**config.mk**
```make
export PLATFORM = sky130hd
export DESIGN_NAME = pid_controller_anti_windup_flat
export DESIGN_NICKNAME = d
export VERILOG_FILES = /design/src/rtl/pidaw_pkg.sv /design/src/rtl/pidaw_req_if.sv /design/src/rtl/pidaw_rsp_if.sv /design/src/rtl/pidaw_mul.sv /design/src/rtl/pidaw_div.sv /design/src/rtl/pid_controller_anti_windup.sv /design/src/flat_wrapper.sv
export VERILOG_INCLUDE_DIRS = /design/src /design/src/rtl
export SDC_FILE = /design/constraint.sdc
export NUM_CORES = 2
export LEC_CHECK = 0
export ABC_AREA = 1
export BUFFER_PORTS_ARGS = -buffer_cell sky130_fd_sc_hd__buf_2
export CAP_MARGIN = 20
export CELL_PAD_IN_SITES_DETAIL_PLACEMENT = 1
export CELL_PAD_IN_SITES_GLOBAL_PLACEMENT = 2
export CORE_MARGIN = 2
export CORE_UTILIZATION = 35
export CTS_CLUSTER_DIAMETER = 60
export DETAILED_ROUTE_END_ITERATION = 12
export PLACE_DENSITY_LB_ADDON = 0.1
export RECOVER_POWER = 50
export SLEW_MARGIN = 20
export SYNTH_ARGS = -nofsm -noshare
export SYNTH_HDL_FRONTEND = slang
export SYNTH_HIERARCHICAL = 1
export SYNTH_SLANG_ARGS = --single-unit
```
**constraint.sdc**
```tcl
create_clock -name clk -period 9.06 [get_ports clk]
set_input_delay 0.453 -clock clk [delete_from_list [all_inputs] [get_ports clk]]
set_output_delay 0.453 -clock clk [all_outputs]
set_load 0.01 [all_outputs]
```
**src/rtl/pid_controller_anti_windup_defines.svh**
```systemverilog
// ----------------------------------------------------------------------------
// pid_controller_anti_windup_defines
// Assertion macros shared by the rtl.
// ----------------------------------------------------------------------------
`ifndef PID_CONTROLLER_ANTI_WINDUP_DEFINES_SVH
`define PID_CONTROLLER_ANTI_WINDUP_DEFINES_SVH

// same-cycle implication, reset masked
`define PIDAW_ASSERT_SAME(label, ante, cons, msg) \
    label: assert property (@(posedge clk) disable iff (!rst_n) (ante) |-> (cons)) \
        else $error(msg);

// next-cycle implication, reset masked
`define PIDAW_ASSERT_NEXT(label, ante, cons, msg) \
    label: assert property (@(posedge clk) disable iff (!rst_n) (ante) |=> (cons)) \
        else $error(msg);

`endif

```
**src/rtl/pidaw_pkg.sv**
```systemverilog
// ----------------------------------------------------------------------------
// pidaw_pkg
// Types, constants and helpers of the fixed-point pid controller.
// ----------------------------------------------------------------------------
`default_nettype none

package pidaw_pkg;

    localparam int VALUE_WIDTH    = 32;
    localparam int FRACTION_BITS  = 16;
    localparam int DT_BITS        = 16;
    localparam int INTEGRAL_WIDTH = VALUE_WIDTH + DT_BITS;
    localparam int MAG_W          = VALUE_WIDTH + INTEGRAL_WIDTH;
    localparam int CFG_INDEX_W    = 3;

    typedef enum logic [CFG_INDEX_W-1:0] {
        REG_GAIN_P  = 3'd0,
        REG_GAIN_I  = 3'd1,
        REG_GAIN_D  = 3'd2,
        REG_UPPER   = 3'd3,
        REG_LOWER   = 3'd4,
        REG_GUARD   = 3'd5
    } cfg_reg_t;

    localparam logic REQ_COMPUTE = 1'b0;
    localparam logic REQ_RESTART = 1'b1;

    typedef struct packed {
        logic                            req_type;
        logic signed [VALUE_WIDTH-1:0]   target_value;
        logic signed [VALUE_WIDTH-1:0]   measured_value;
        logic        [DT_BITS-1:0]       time_step;
    } req_t;

    typedef struct packed {
        logic signed [VALUE_WIDTH-1:0]   drive_value;
        logic                            was_clamped;
    } rsp_t;

    typedef struct packed {
        logic start;
        logic wide;
    } mul_cmd_t;

    typedef struct packed {
        logic                          busy;
        logic signed [VALUE_WIDTH-1:0] value;
    } unit_sts_t;

    // signed value from magnitude and sign, truncated toward zero, saturated
    function automatic logic [VALUE_WIDTH-1:0] sat_from_mag(
        input logic [MAG_W-1:0] m,
        input logic             neg
    );
        logic hi_zero;
        logic [VALUE_WIDTH-1:0] res;
        hi_zero = (m[MAG_W-1:VALUE_WIDTH] == '0);
        if (!neg)
        begin
            if (!hi_zero || m[VALUE_WIDTH-1])
                res = {1'b0, {(VALUE_WIDTH-1){1'b1}}};
            else
                res = m[VALUE_WIDTH-1:0];
        end
        else
        begin
            if (!hi_zero || (m[VALUE_WIDTH-1] && (m[VALUE_WIDTH-2:0] != '0)))
                res = {1'b1, {(VALUE_WIDTH-1){1'b0}}};
            else
                res = '0 - m[VALUE_WIDTH-1:0];
        end
        return res;
    endfunction

endpackage

`default_nettype wire

```
**src/rtl/pidaw_req_if.sv**
```systemverilog
// ----------------------------------------------------------------------------
// pidaw_req_if
// Request channel: valid, ready and one request beat.
// ----------------------------------------------------------------------------
`default_nettype none

interface pidaw_req_if;
    logic              valid;
    logic              ready;
    pidaw_pkg::req_t   payload;

    modport source (output valid, output payload, input ready);
    modport sink   (input valid, input payload, output ready);
endinterface

`default_nettype wire

```
**src/rtl/pidaw_rsp_if.sv**
```systemverilog
// ----------------------------------------------------------------------------
// pidaw_rsp_if
// Result channel: valid, ready and one result beat.
// ----------------------------------------------------------------------------
`default_nettype none

interface pidaw_rsp_if;
    logic              valid;
    logic              ready;
    pidaw_pkg::rsp_t   payload;

    modport source (output valid, output payload, input ready);
    modport sink   (input valid, input payload, output ready);
endinterface

`default_nettype wire

```
**src/rtl/pidaw_mul.sv**
```systemverilog
// ----------------------------------------------------------------------------
// pidaw_mul
// Serial shift-add multiplier, one gain bit per cycle, with shift and
// saturation of the product to the value width.
// ----------------------------------------------------------------------------
`default_nettype none

module pidaw_mul (
    input  wire logic                                         clk,
    input  wire logic                                         rst_n,
    input  wire pidaw_pkg::mul_cmd_t                          cmd,
    input  wire logic signed [pidaw_pkg::VALUE_WIDTH-1:0]     mul_a,
    input  wire logic signed [pidaw_pkg::INTEGRAL_WIDTH-1:0]  mul_b,
    output pidaw_pkg::unit_sts_t                              sts
);

    localparam int A_W   = pidaw_pkg::VALUE_WIDTH;
    localparam int B_W   = pidaw_pkg::INTEGRAL_WIDTH;
    localparam int P_W   = pidaw_pkg::MAG_W;
    localparam int CNT_W = $clog2(A_W + 1);

    logic             busy_reg;
    logic [CNT_W-1:0] cnt_reg;
    logic [A_W-1:0]   mplier_reg;
    logic [B_W-1:0]   mcand_reg;
    logic [P_W-1:0]   acc_reg;
    logic             neg_reg;
    logic             wide_reg;
    logic [A_W-1:0]   value_reg;

    logic [A_W-1:0]   mag_a;
    logic [B_W-1:0]   mag_b;
    logic [B_W:0]     sum;
    logic [P_W-1:0]   acc_next;
    logic [P_W-1:0]   shifted;

    always_comb
    begin
        mag_a    = mul_a[A_W-1] ? ('0 - A_W'(mul_a)) : A_W'(mul_a);
        mag_b    = mul_b[B_W-1] ? ('0 - B_W'(mul_b)) : B_W'(mul_b);
        sum      = {1'b0, acc_reg[P_W-1:A_W]} + (mplier_reg[0] ? {1'b0, mcand_reg} : '0);
        acc_next = {sum, acc_reg[A_W-1:1]};
        shifted  = wide_reg ? (acc_reg >> (pidaw_pkg::FRACTION_BITS + pidaw_pkg::DT_BITS))
                            : (acc_reg >> pidaw_pkg::FRACTION_BITS);
    end

    always_ff @(posedge clk or negedge rst_n)
    begin
        if (!rst_n)
        begin
            busy_reg <= 1'b0;
            cnt_reg  <= '0;
        end
        else if (cmd.start)
        begin
            busy_reg   <= 1'b1;
            cnt_reg    <= '0;
            mplier_reg <= mag_a;
            mcand_reg  <= mag_b;
            acc_reg    <= '0;
            neg_reg    <= mul_a[A_W-1] ^ mul_b[B_W-1];
            wide_reg   <= cmd.wide;
        end
        else if (busy_reg)
        begin
            if (cnt_reg == CNT_W'(A_W))
            begin
                value_reg <= pidaw_pkg::sat_from_mag(shifted, neg_reg);
                busy_reg  <= 1'b0;
            end
            else
            begin
                acc_reg    <= acc_next;
                mplier_reg <= mplier_reg >> 1;
                cnt_reg    <= cnt_reg + 1'b1;
            end
        end
    end

    assign sts.busy  = busy_reg;
    assign sts.value = value_reg;

endmodule

`default_nettype wire

```
**src/rtl/pidaw_div.sv**
```systemverilog
// ----------------------------------------------------------------------------
// pidaw_div
// Restoring divider of the error change by the time step, one quotient bit
// per cycle, saturated to the value width.
// ----------------------------------------------------------------------------
`default_nettype none

module pidaw_div (
    input  wire logic                                        clk,
    input  wire logic                                        rst_n,
    input  wire logic                                        start,
    input  wire logic signed [pidaw_pkg::VALUE_WIDTH:0]      diff,
    input  wire logic        [pidaw_pkg::DT_BITS-1:0]        dt,
    output pidaw_pkg::unit_sts_t                             sts
);

    localparam int D_W   = pidaw_pkg::VALUE_WIDTH + 1;
    localparam int T_W   = pidaw_pkg::DT_BITS;
    localparam int NUM_W = D_W + T_W;
    localparam int CNT_W = $clog2(NUM_W + 1);

    logic                           busy_reg;
    logic [CNT_W-1:0]               cnt_reg;
    logic [NUM_W-1:0]               num_reg;
    logic [T_W-1:0]                 rem_reg;
    logic [T_W-1:0]                 dt_reg;
    logic                           neg_reg;
    logic [pidaw_pkg::VALUE_WIDTH-1:0] value_reg;

    logic [D_W-1:0] mag_diff;
    logic [T_W:0]   trial;
    logic           ge;
    logic [T_W:0]   rem_sub;

    always_comb
    begin
        mag_diff = diff[D_W-1] ? ('0 - D_W'(diff)) : D_W'(diff);
        trial    = {rem_reg, num_reg[NUM_W-1]};
        ge       = (trial >= {1'b0, dt_reg});
        rem_sub  = trial - {1'b0, dt_reg};
    end

    always_ff @(posedge clk or negedge rst_n)
    begin
        if (!rst_n)
        begin
            busy_reg <= 1'b0;
            cnt_reg  <= '0;
        end
        else if (start)
        begin
            busy_reg <= 1'b1;
            cnt_reg  <= '0;
            num_reg  <= {mag_diff, {T_W{1'b0}}};
            rem_reg  <= '0;
            dt_reg   <= dt;
            neg_reg  <= diff[D_W-1];
        end
        else if (busy_reg)
        begin
            if (cnt_reg == CNT_W'(NUM_W))
            begin
                value_reg <= pidaw_pkg::sat_from_mag(pidaw_pkg::MAG_W'(num_reg), neg_reg);
                busy_reg  <= 1'b0;
            end
            else
            begin
                rem_reg <= ge ? rem_sub[T_W-1:0] : trial[T_W-1:0];
                num_reg <= {num_reg[NUM_W-2:0], ge};
                cnt_reg <= cnt_reg + 1'b1;
            end
        end
    end

    assign sts.busy  = busy_reg;
    assign sts.value = value_reg;

endmodule

`default_nettype wire

```
**src/rtl/pid_controller_anti_windup.sv**
```systemverilog
// ----------------------------------------------------------------------------
// pid_controller_anti_windup
// Fixed-point pid controller with conditional-integration anti-windup.
// ----------------------------------------------------------------------------
// req carries one beat per control step: restart, or setpoint, measurement
// and time step (Q16.16, Q16.16, Q0.16). rsp returns the clamped drive and a
// clamp flag for each compute step; a restart returns nothing.
// Gains, limits and the guard enable are written through cfg_wr_en,
// cfg_index and cfg_data; the user must write them only while no step is in
// flight, as the block itself does not enforce it. A compute step runs the
// setup states S_ERR, S_PROD and S_TENT, then the 49-step restoring divider
// for the derivative (run beside the 32-step serial multipliers for the
// proportional and integral terms, and skipped for a zero time step), one
// more 32-step multiply by the derivative gain, and a final sum and clamp.
// A restart is handled in the idle state. One step is in flight at a time.
// The result sits in an output register: req is taken again as soon as the
// result is written there, even while rsp is stalled; a second result waits
// in the final stage until the first is taken.
// Reset clears the controller state, sets the first-step mark, zeroes the
// gains, opens the limits to full scale and turns the guard off.
// ----------------------------------------------------------------------------
`default_nettype none

`include "pid_controller_anti_windup_defines.svh"

module pid_controller_anti_windup (
    input  wire logic                                   clk,
    input  wire logic                                   rst_n,
    pidaw_req_if.sink                                   req,
    pidaw_rsp_if.source                                 rsp,
    input  wire logic                                   cfg_wr_en,
    input  wire logic [pidaw_pkg::CFG_INDEX_W-1:0]      cfg_index,
    input  wire logic [pidaw_pkg::VALUE_WIDTH-1:0]      cfg_data
);

    localparam int VW = pidaw_pkg::VALUE_WIDTH;
    localparam int IW = pidaw_pkg::INTEGRAL_WIDTH;
    localparam int TW = pidaw_pkg::DT_BITS;
    localparam int SW = VW + 2;

    typedef enum logic [3:0] {
        S_IDLE,
        S_ERR,
        S_PROD,
        S_TENT,
        S_KI,
        S_WAIT,
        S_DMUL,
        S_DWAIT,
        S_SUM
    } state_t;

    state_t state_reg;

    logic signed [VW-1:0] kp_reg, ki_reg, kd_reg, lim_hi_reg, lim_lo_reg;
    logic                 guard_reg;

    logic signed [VW-1:0] last_err_reg;
    logic signed [IW-1:0] integral_reg;
    logic                 first_reg;

    logic signed [VW-1:0] sp_reg, meas_reg, err_reg, p_reg;
    logic        [TW-1:0] dt_reg;
    logic signed [VW:0]   diff_reg;
    logic signed [IW-1:0] prodi_reg, tent_reg;

    logic                 rsp_valid_reg;
    pidaw_pkg::rsp_t      rsp_reg;

    pidaw_pkg::mul_cmd_t  cmd_a, cmd_b, cmd_c;
    pidaw_pkg::unit_sts_t sts_a, sts_b, sts_c, sts_div;
    logic                 div_start;
    logic signed [VW-1:0] mul_a_gain;
    logic signed [IW-1:0] mul_a_val;
    logic signed [VW-1:0] deriv;

    logic signed [VW:0]   err_diff;
    logic signed [VW-1:0] err_sat;
    logic signed [VW+TW:0] prodi_full;
    logic signed [IW:0]   tent_sum;
    logic signed [IW-1:0] tent_sat;
    logic signed [SW-1:0] tent_out, out_sum, hi_x, lo_x;
    logic                 upd;
    logic signed [VW-1:0] drive;
    logic                 clamped;
    logic                 slot_free;

    pidaw_mul u_mul_a (
        .clk   (clk),
        .rst_n (rst_n),
        .cmd   (cmd_a),
        .mul_a (mul_a_gain),
        .mul_b (mul_a_val),
        .sts   (sts_a)
    );

    pidaw_mul u_mul_b (
        .clk   (clk),
        .rst_n (rst_n),
        .cmd   (cmd_b),
        .mul_a (ki_reg),
        .mul_b (tent_reg),
        .sts   (sts_b)
    );

    pidaw_mul u_mul_c (
        .clk   (clk),
        .rst_n (rst_n),
        .cmd   (cmd_c),
        .mul_a (ki_reg),
        .mul_b (integral_reg),
        .sts   (sts_c)
    );

    pidaw_div u_div (
        .clk   (clk),
        .rst_n (rst_n),
        .start (div_start),
        .diff  (diff_reg),
        .dt    (dt_reg),
        .sts   (sts_div)
    );

    always_comb
    begin
        cmd_a.start = (state_reg == S_PROD) || (state_reg == S_DMUL);
        cmd_a.wide  = 1'b0;
        cmd_b.start = (state_reg == S_KI);
        cmd_b.wide  = 1'b1;
        cmd_c.start = (state_reg == S_PROD);
        cmd_c.wide  = 1'b1;
        div_start   = (state_reg == S_TENT) && (dt_reg != '0);

        deriv      = (dt_reg == '0) ? '0 : sts_div.value;
        mul_a_gain = (state_reg == S_DMUL) ? kd_reg : kp_reg;
        mul_a_val  = (state_reg == S_DMUL) ? IW'(deriv) : IW'(err_reg);

        err_diff = (VW+1)'(sp_reg) - (VW+1)'(meas_reg);
        if (err_diff > $signed({2'b00, {(VW-1){1'b1}}}))
            err_sat = {1'b0, {(VW-1){1'b1}}};
        else if (err_diff < $signed({2'b11, {(VW-1){1'b0}}}))
            err_sat = {1'b1, {(VW-1){1'b0}}};
        else
            err_sat = err_diff[VW-1:0];

        prodi_full = (VW+TW+1)'(err_reg) * $signed({1'b0, dt_reg});

        tent_sum = (IW+1)'(integral_reg) + (IW+1)'(prodi_reg);
        if (tent_sum[IW] != tent_sum[IW-1])
            tent_sat = tent_sum[IW] ? {1'b1, {(IW-1){1'b0}}} : {1'b0, {(IW-1){1'b1}}};
        else
            tent_sat = tent_sum[IW-1:0];

        hi_x     = SW'(lim_hi_reg);
        lo_x     = SW'(lim_lo_reg);
        tent_out = SW'(p_reg) + SW'(sts_a.value) + SW'(sts_b.value);
        upd      = !first_reg && (!guard_reg || ((tent_out < hi_x) && (tent_out >= lo_x)));
        out_sum  = SW'(p_reg) + SW'(sts_a.value) + (upd ? SW'(sts_b.value) : SW'(sts_c.value));
        if (out_sum > hi_x)
        begin
            drive   = lim_hi_reg;
            clamped = 1'b1;
        end
        else if (out_sum < lo_x)
        begin
            drive   = lim_lo_reg;
            clamped = 1'b1;
        end
        else
        begin
            drive   = out_sum[VW-1:0];
            clamped = 1'b0;
        end

        slot_free = !rsp_valid_reg || rsp.ready;
    end

    always_ff @(posedge clk or negedge rst_n)
    begin
        if (!rst_n)
        begin
            kp_reg     <= '0;
            ki_reg     <= '0;
            kd_reg     <= '0;
            lim_hi_reg <= {1'b0, {(VW-1){1'b1}}};
            lim_lo_reg <= {1'b1, {(VW-1){1'b0}}};
            guard_reg  <= 1'b0;
        end
        else if (cfg_wr_en)
        begin
            case (pidaw_pkg::cfg_reg_t'(cfg_index))
                pidaw_pkg::REG_GAIN_P: kp_reg     <= cfg_data;
                pidaw_pkg::REG_GAIN_I: ki_reg     <= cfg_data;
                pidaw_pkg::REG_GAIN_D: kd_reg     <= cfg_data;
                pidaw_pkg::REG_UPPER:  lim_hi_reg <= cfg_data;
                pidaw_pkg::REG_LOWER:  lim_lo_reg <= cfg_data;
                pidaw_pkg::REG_GUARD:  guard_reg  <= cfg_data[0];
                default: ;
            endcase
        end
    end

    always_ff @(posedge clk or negedge rst_n)
    begin
        if (!rst_n)
        begin
            state_reg     <= S_IDLE;
            last_err_reg  <= '0;
            integral_reg  <= '0;
            first_reg     <= 1'b1;
            rsp_valid_reg <= 1'b0;
        end
        else
        begin
            if (rsp_valid_reg && rsp.ready && (state_reg != S_SUM))
                rsp_valid_reg <= 1'b0;
            case (state_reg)
                S_IDLE:
                begin
                    if (req.valid)
                    begin
                        if (req.payload.req_type == pidaw_pkg::REQ_RESTART)
                        begin
                            last_err_reg <= '0;
                            integral_reg <= '0;
                            first_reg    <= 1'b1;
                        end
                        else
                        begin
                            sp_reg    <= req.payload.target_value;
                            meas_reg  <= req.payload.measured_value;
                            dt_reg    <= req.payload.time_step;
                            state_reg <= S_ERR;
                        end
                    end
                end
                S_ERR:
                begin
                    err_reg   <= err_sat;
                    state_reg <= S_PROD;
                end
                S_PROD:
                begin
                    diff_reg  <= (VW+1)'(err_reg) - (VW+1)'(last_err_reg);
                    prodi_reg <= prodi_full[IW-1:0];
                    state_reg <= S_TENT;
                end
                S_TENT:
                begin
                    tent_reg  <= tent_sat;
                    state_reg <= S_KI;
                end
                S_KI:
                begin
                    state_reg <= S_WAIT;
                end
                S_WAIT:
                begin
                    if (!sts_a.busy && !sts_b.busy && !sts_c.busy && !sts_div.busy)
                    begin
                        p_reg     <= sts_a.value;
                        state_reg <= S_DMUL;
                    end
                end
                S_DMUL:
                begin
                    state_reg <= S_DWAIT;
                end
                S_DWAIT:
                begin
                    if (!sts_a.busy)
                        state_reg <= S_SUM;
                end
                S_SUM:
                begin
                    if (slot_free)
                    begin
                        if (upd)
                            integral_reg <= tent_reg;
                        first_reg           <= 1'b0;
                        last_err_reg        <= err_reg;
                        rsp_reg.drive_value <= drive;
                        rsp_reg.was_clamped <= clamped;
                        rsp_valid_reg       <= 1'b1;
                        state_reg           <= S_IDLE;
                    end
                end
                default:
                begin
                    state_reg <= S_IDLE;
                end
            endcase
        end
    end

    assign req.ready   = (state_reg == S_IDLE);
    assign rsp.valid   = rsp_valid_reg;
    assign rsp.payload = rsp_reg;

    `PIDAW_ASSERT_SAME(a_idle_units_quiet, req.ready, !sts_a.busy && !sts_b.busy && !sts_c.busy && !sts_div.busy, "arith unit busy while idle")
    `PIDAW_ASSERT_NEXT(a_restart_clears, req.valid && req.ready && (req.payload.req_type == pidaw_pkg::REQ_RESTART), first_reg && (integral_reg == '0) && (last_err_reg == '0), "restart did not clear state")
    `PIDAW_ASSERT_SAME(a_unclamped_in_range, rsp_valid_reg && !rsp_reg.was_clamped, (rsp_reg.drive_value <= lim_hi_reg) && (rsp_reg.drive_value >= lim_lo_reg), "unclamped drive outside limits")

endmodule

`default_nettype wire
```
**src/flat_wrapper.sv**
```systemverilog
// flat-port wrapper written by rule: the top's interface ports become plain ports
module pid_controller_anti_windup_flat 
  (clk, rst_n, cfg_wr_en, cfg_index, cfg_data, req_valid, req_payload, req_ready, rsp_valid, rsp_payload, rsp_ready);
  pidaw_req_if req_i ();
  pidaw_rsp_if rsp_i ();
  input  wire logic clk;
  input  wire logic rst_n;
  input  wire logic cfg_wr_en;
  input  wire logic [pidaw_pkg::CFG_INDEX_W-1:0] cfg_index;
  input  wire logic [pidaw_pkg::VALUE_WIDTH-1:0] cfg_data;
  input wire logic [$bits(req_i.valid)-1:0] req_valid;
  input wire logic [$bits(req_i.payload)-1:0] req_payload;
  output wire logic [$bits(req_i.ready)-1:0] req_ready;
  output wire logic [$bits(rsp_i.valid)-1:0] rsp_valid;
  output wire logic [$bits(rsp_i.payload)-1:0] rsp_payload;
  input wire logic [$bits(rsp_i.ready)-1:0] rsp_ready;
  assign req_i.valid = req_valid;
  assign req_i.payload = req_payload;
  assign req_ready = req_i.ready;
  assign rsp_valid = rsp_i.valid;
  assign rsp_payload = rsp_i.payload;
  assign rsp_i.ready = rsp_ready;
  pid_controller_anti_windup u_core (.clk(clk), .rst_n(rst_n), .req(req_i), .rsp(rsp_i), .cfg_wr_en(cfg_wr_en), .cfg_index(cfg_index), .cfg_data(cfg_data));
endmodule
```
==> reports/metrics.csv <==
metric,value,unit
status,"finished, violations left",
failing checks,"max-capacitance violations, max-slew violations",
Finished Cell Area,131000,sq um
CTS tree,built,
Setup crit end kind,flip-flop,
clock skew,49.8,ps
max_slew headroom,-95.1,%
WL/cell,22.6,microns
post-synthesis async set-or-reset flop share,22.4,%
Worst-Skew Late Latency,920,ps
IO buf count,155,
Post-synth EDFFs,954,
Met3 Routed Length,14400,microns
Setup TNS,0,ps
Post-DP HPWL,361000,microns
"slowest stage delay, CP",370,ps
maxcap violations,1,
Worst-path clk slew,60,ps
Die ar.,319000,sq um
nets,16900,
core area,312000,sq um
metal2 WL,222000,microns
Final Util,41.8,%
initial antenna violation count,17,
measured slew at the worst slew-check pin,2930,ps
Worst Path Required,9700,ps
Synth cell types,69,
Critical Path Fanout Max,8,
total wire length,452000,microns
type of the worst setup path,reg2reg,
CTS Sinks,1229,
I/O pins,156,
synth warn,6,
Finished Layout Cells,20000,
Post-DP Area,119000,sq um
Area Growth Syn to Fin,18.7,%
gpl congestion,0.913,
Final Hold Fails,0,
DRC,0,
Syn Area/Cell,7.35,sq um
die span in y,565,microns
vias in the first global route,109000,
period utilization,98.9,%
post-layout minimum cycle time,8960,ps
"flops & latches, synth",1229,
fin. max-slew vios,31,
H-tree level count,4,
Max Buffers Root-to-Sink,4,
top sig layer,met4,
GRT Overall Usage,27.9,%
first-pass GRT wire length,678000,microns
final setup fails,0,
WL met1,198000,microns
unrepaired setup endpoints after global routing,yes,
Via density,5.10,
remaining antenna violation count,0,
slowest CP cell,edfxtp_1,
Syn Inst Count,15000,
CTS root buf,clkbuf_16,
First-pass DRT Iterations,5,
initial detailed-routing violation count,5816,
fmax,112,MHz
arrival time worst endpoint,9600,ps
Post-Syn Area,110000,sq um
critical path startpoint category,flip-flop,
TritonCTS buffer count,191,
largest net degree at the start of global routing,129,
Congestion Overflow GR,0,
Std-Cell Rows,205,
chip width,565,microns
HP Class,in2reg,
Starting Density,35.2,%
sequential fraction of the synthesis area,32.3,%
layout cell share with drive strength beyond 1,12.6,%
Vias,102000,
primary flip-flop cell chosen by synthesis mapping,edfxtp_1,
cell count after placement,19500,
## worst max-delay path, delay by kind of cell (launching register included)
family	cells	cell delay, ps
adders and majority gates	6	1700
and+or+nand+nor	26	2850
DFF	1	370
AOI/OAI and AO/OA	8	1070
buffers and inverters	15	2190
xor gates and xnor gates	3	470
## routing by layer
metal	track usage, %	vias to the layer above
met2	49.1	1720
met1	35.5	50700
met4	9.75	0
met3	2.51	619
met5	0	-
li1	-	48900
## final timing paths
kind | from | to | slack (ps) | depth (start not counted)
max | u_core/u_mul_a/value_reg[0] | u_core/rsp.payload[32] | 100 | 58
min | cfg_data[8] | u_core/ki_reg[8] | 80 | 3
max reg2reg | u_core/u_mul_a/value_reg[0] | u_core/rsp.payload[32] | 100 | 58
min reg2reg | u_core/u_mul_a/value_reg[21] | u_core/p_reg[21] | 450 | 0
max in group asynchronous | rst_n | u_core/kp_reg[23] | 4520 | 5
min in group asynchronous | rst_n | u_core/state_reg[3] | 1120 | 2
## cell families (layout without fill, tap and decap cells)
kind of cell	Yosys count	count (layout)	synth area share, %
AND/OR/NAND/NOR	6757	6757	25.2
buffers and inverters	3252	4133	11.4
AO/OA/AOI/OAI	2043	2043	10.5
flip-flops	1229	1229	32.3
adder cells (fa/ha/maj)	1133	1133	16.3
XOR/XNOR	548	548	4.37
other	2	20	0.00683
## layout make-up
class                      instances  area, sq um
inverter                        2815        10600
clock buffer                     229         5130
sequential                      1229        35600
antenna                           17         42.5
timing repair buffer             963         7580
fill                           38300       182000
tap                             4140         5180
multi-input combinational      10500        65100
clock inverter                   126         1400
## metrics by stage
step / hold WS, ps / worst slack (ps)
floorplan: 157 / 968
global placement: 403 / -868
detailed placement: 400 / -1180
CTS: 9.96 / 3.20
global route: 36.4 / -347
finish: 75.4 / 101
## cell usage after synthesis, drive strengths merged, types with 165 or more instances
cell | count | area share (%)
a21oi | 598 | 2.7
clkbuf | 334 | 1.1
dfrtp | 242 | 5.5
edfxtp | 954 | 26
fa | 494 | 9.0
ha | 639 | 7.3
inv | 2810 | 9.6
nand2 | 4262 | 15
nand3 | 758 | 3.5
nand4 | 169 | 0.96
nor2 | 1265 | 4.4
nor3 | 165 | 0.80
o21ai | 1056 | 5.2
xor2 | 398 | 3.2
## placed cells by master, fill, tap and decap left out, types with 41 or more instances in the layout
master,instances
fa_1,492
inv_2,56
o21ai_2,135
nand2_2,104
xnor2_1,136
ha_4,70
dlygate4sd3_1,86
buf_4,670
o21ai_1,151
nor2_1,1172
edfxtp_1,954
buf_2,139
inv_1,2750
o22ai_1,106
a31oi_1,45
nor4_1,42
xor2_1,369
nor2_2,53
o21ai_0,765
clkbuf_16,202
nand4_1,169
o211ai_1,41
nor3_1,142
nand2_1,4137
nand3_1,714
a21oi_2,85
a21oi_1,496
dfrtp_1,241
ha_1,566
o21a_1,49
## timing repair
item                                    CTS  global route
pin swaps                                70           210
endpoints found under the hold margin   116             0
buffers inserted                         29            41
endpoints found under the setup margin   33            33
hold buffers                             86             0
resized for setup                       233           433
gates cloned                              3             7
Power is left out: the tool's default activity adds up to more than one toggle a clock period on the data nets, which glitch-free logic cannot reach.
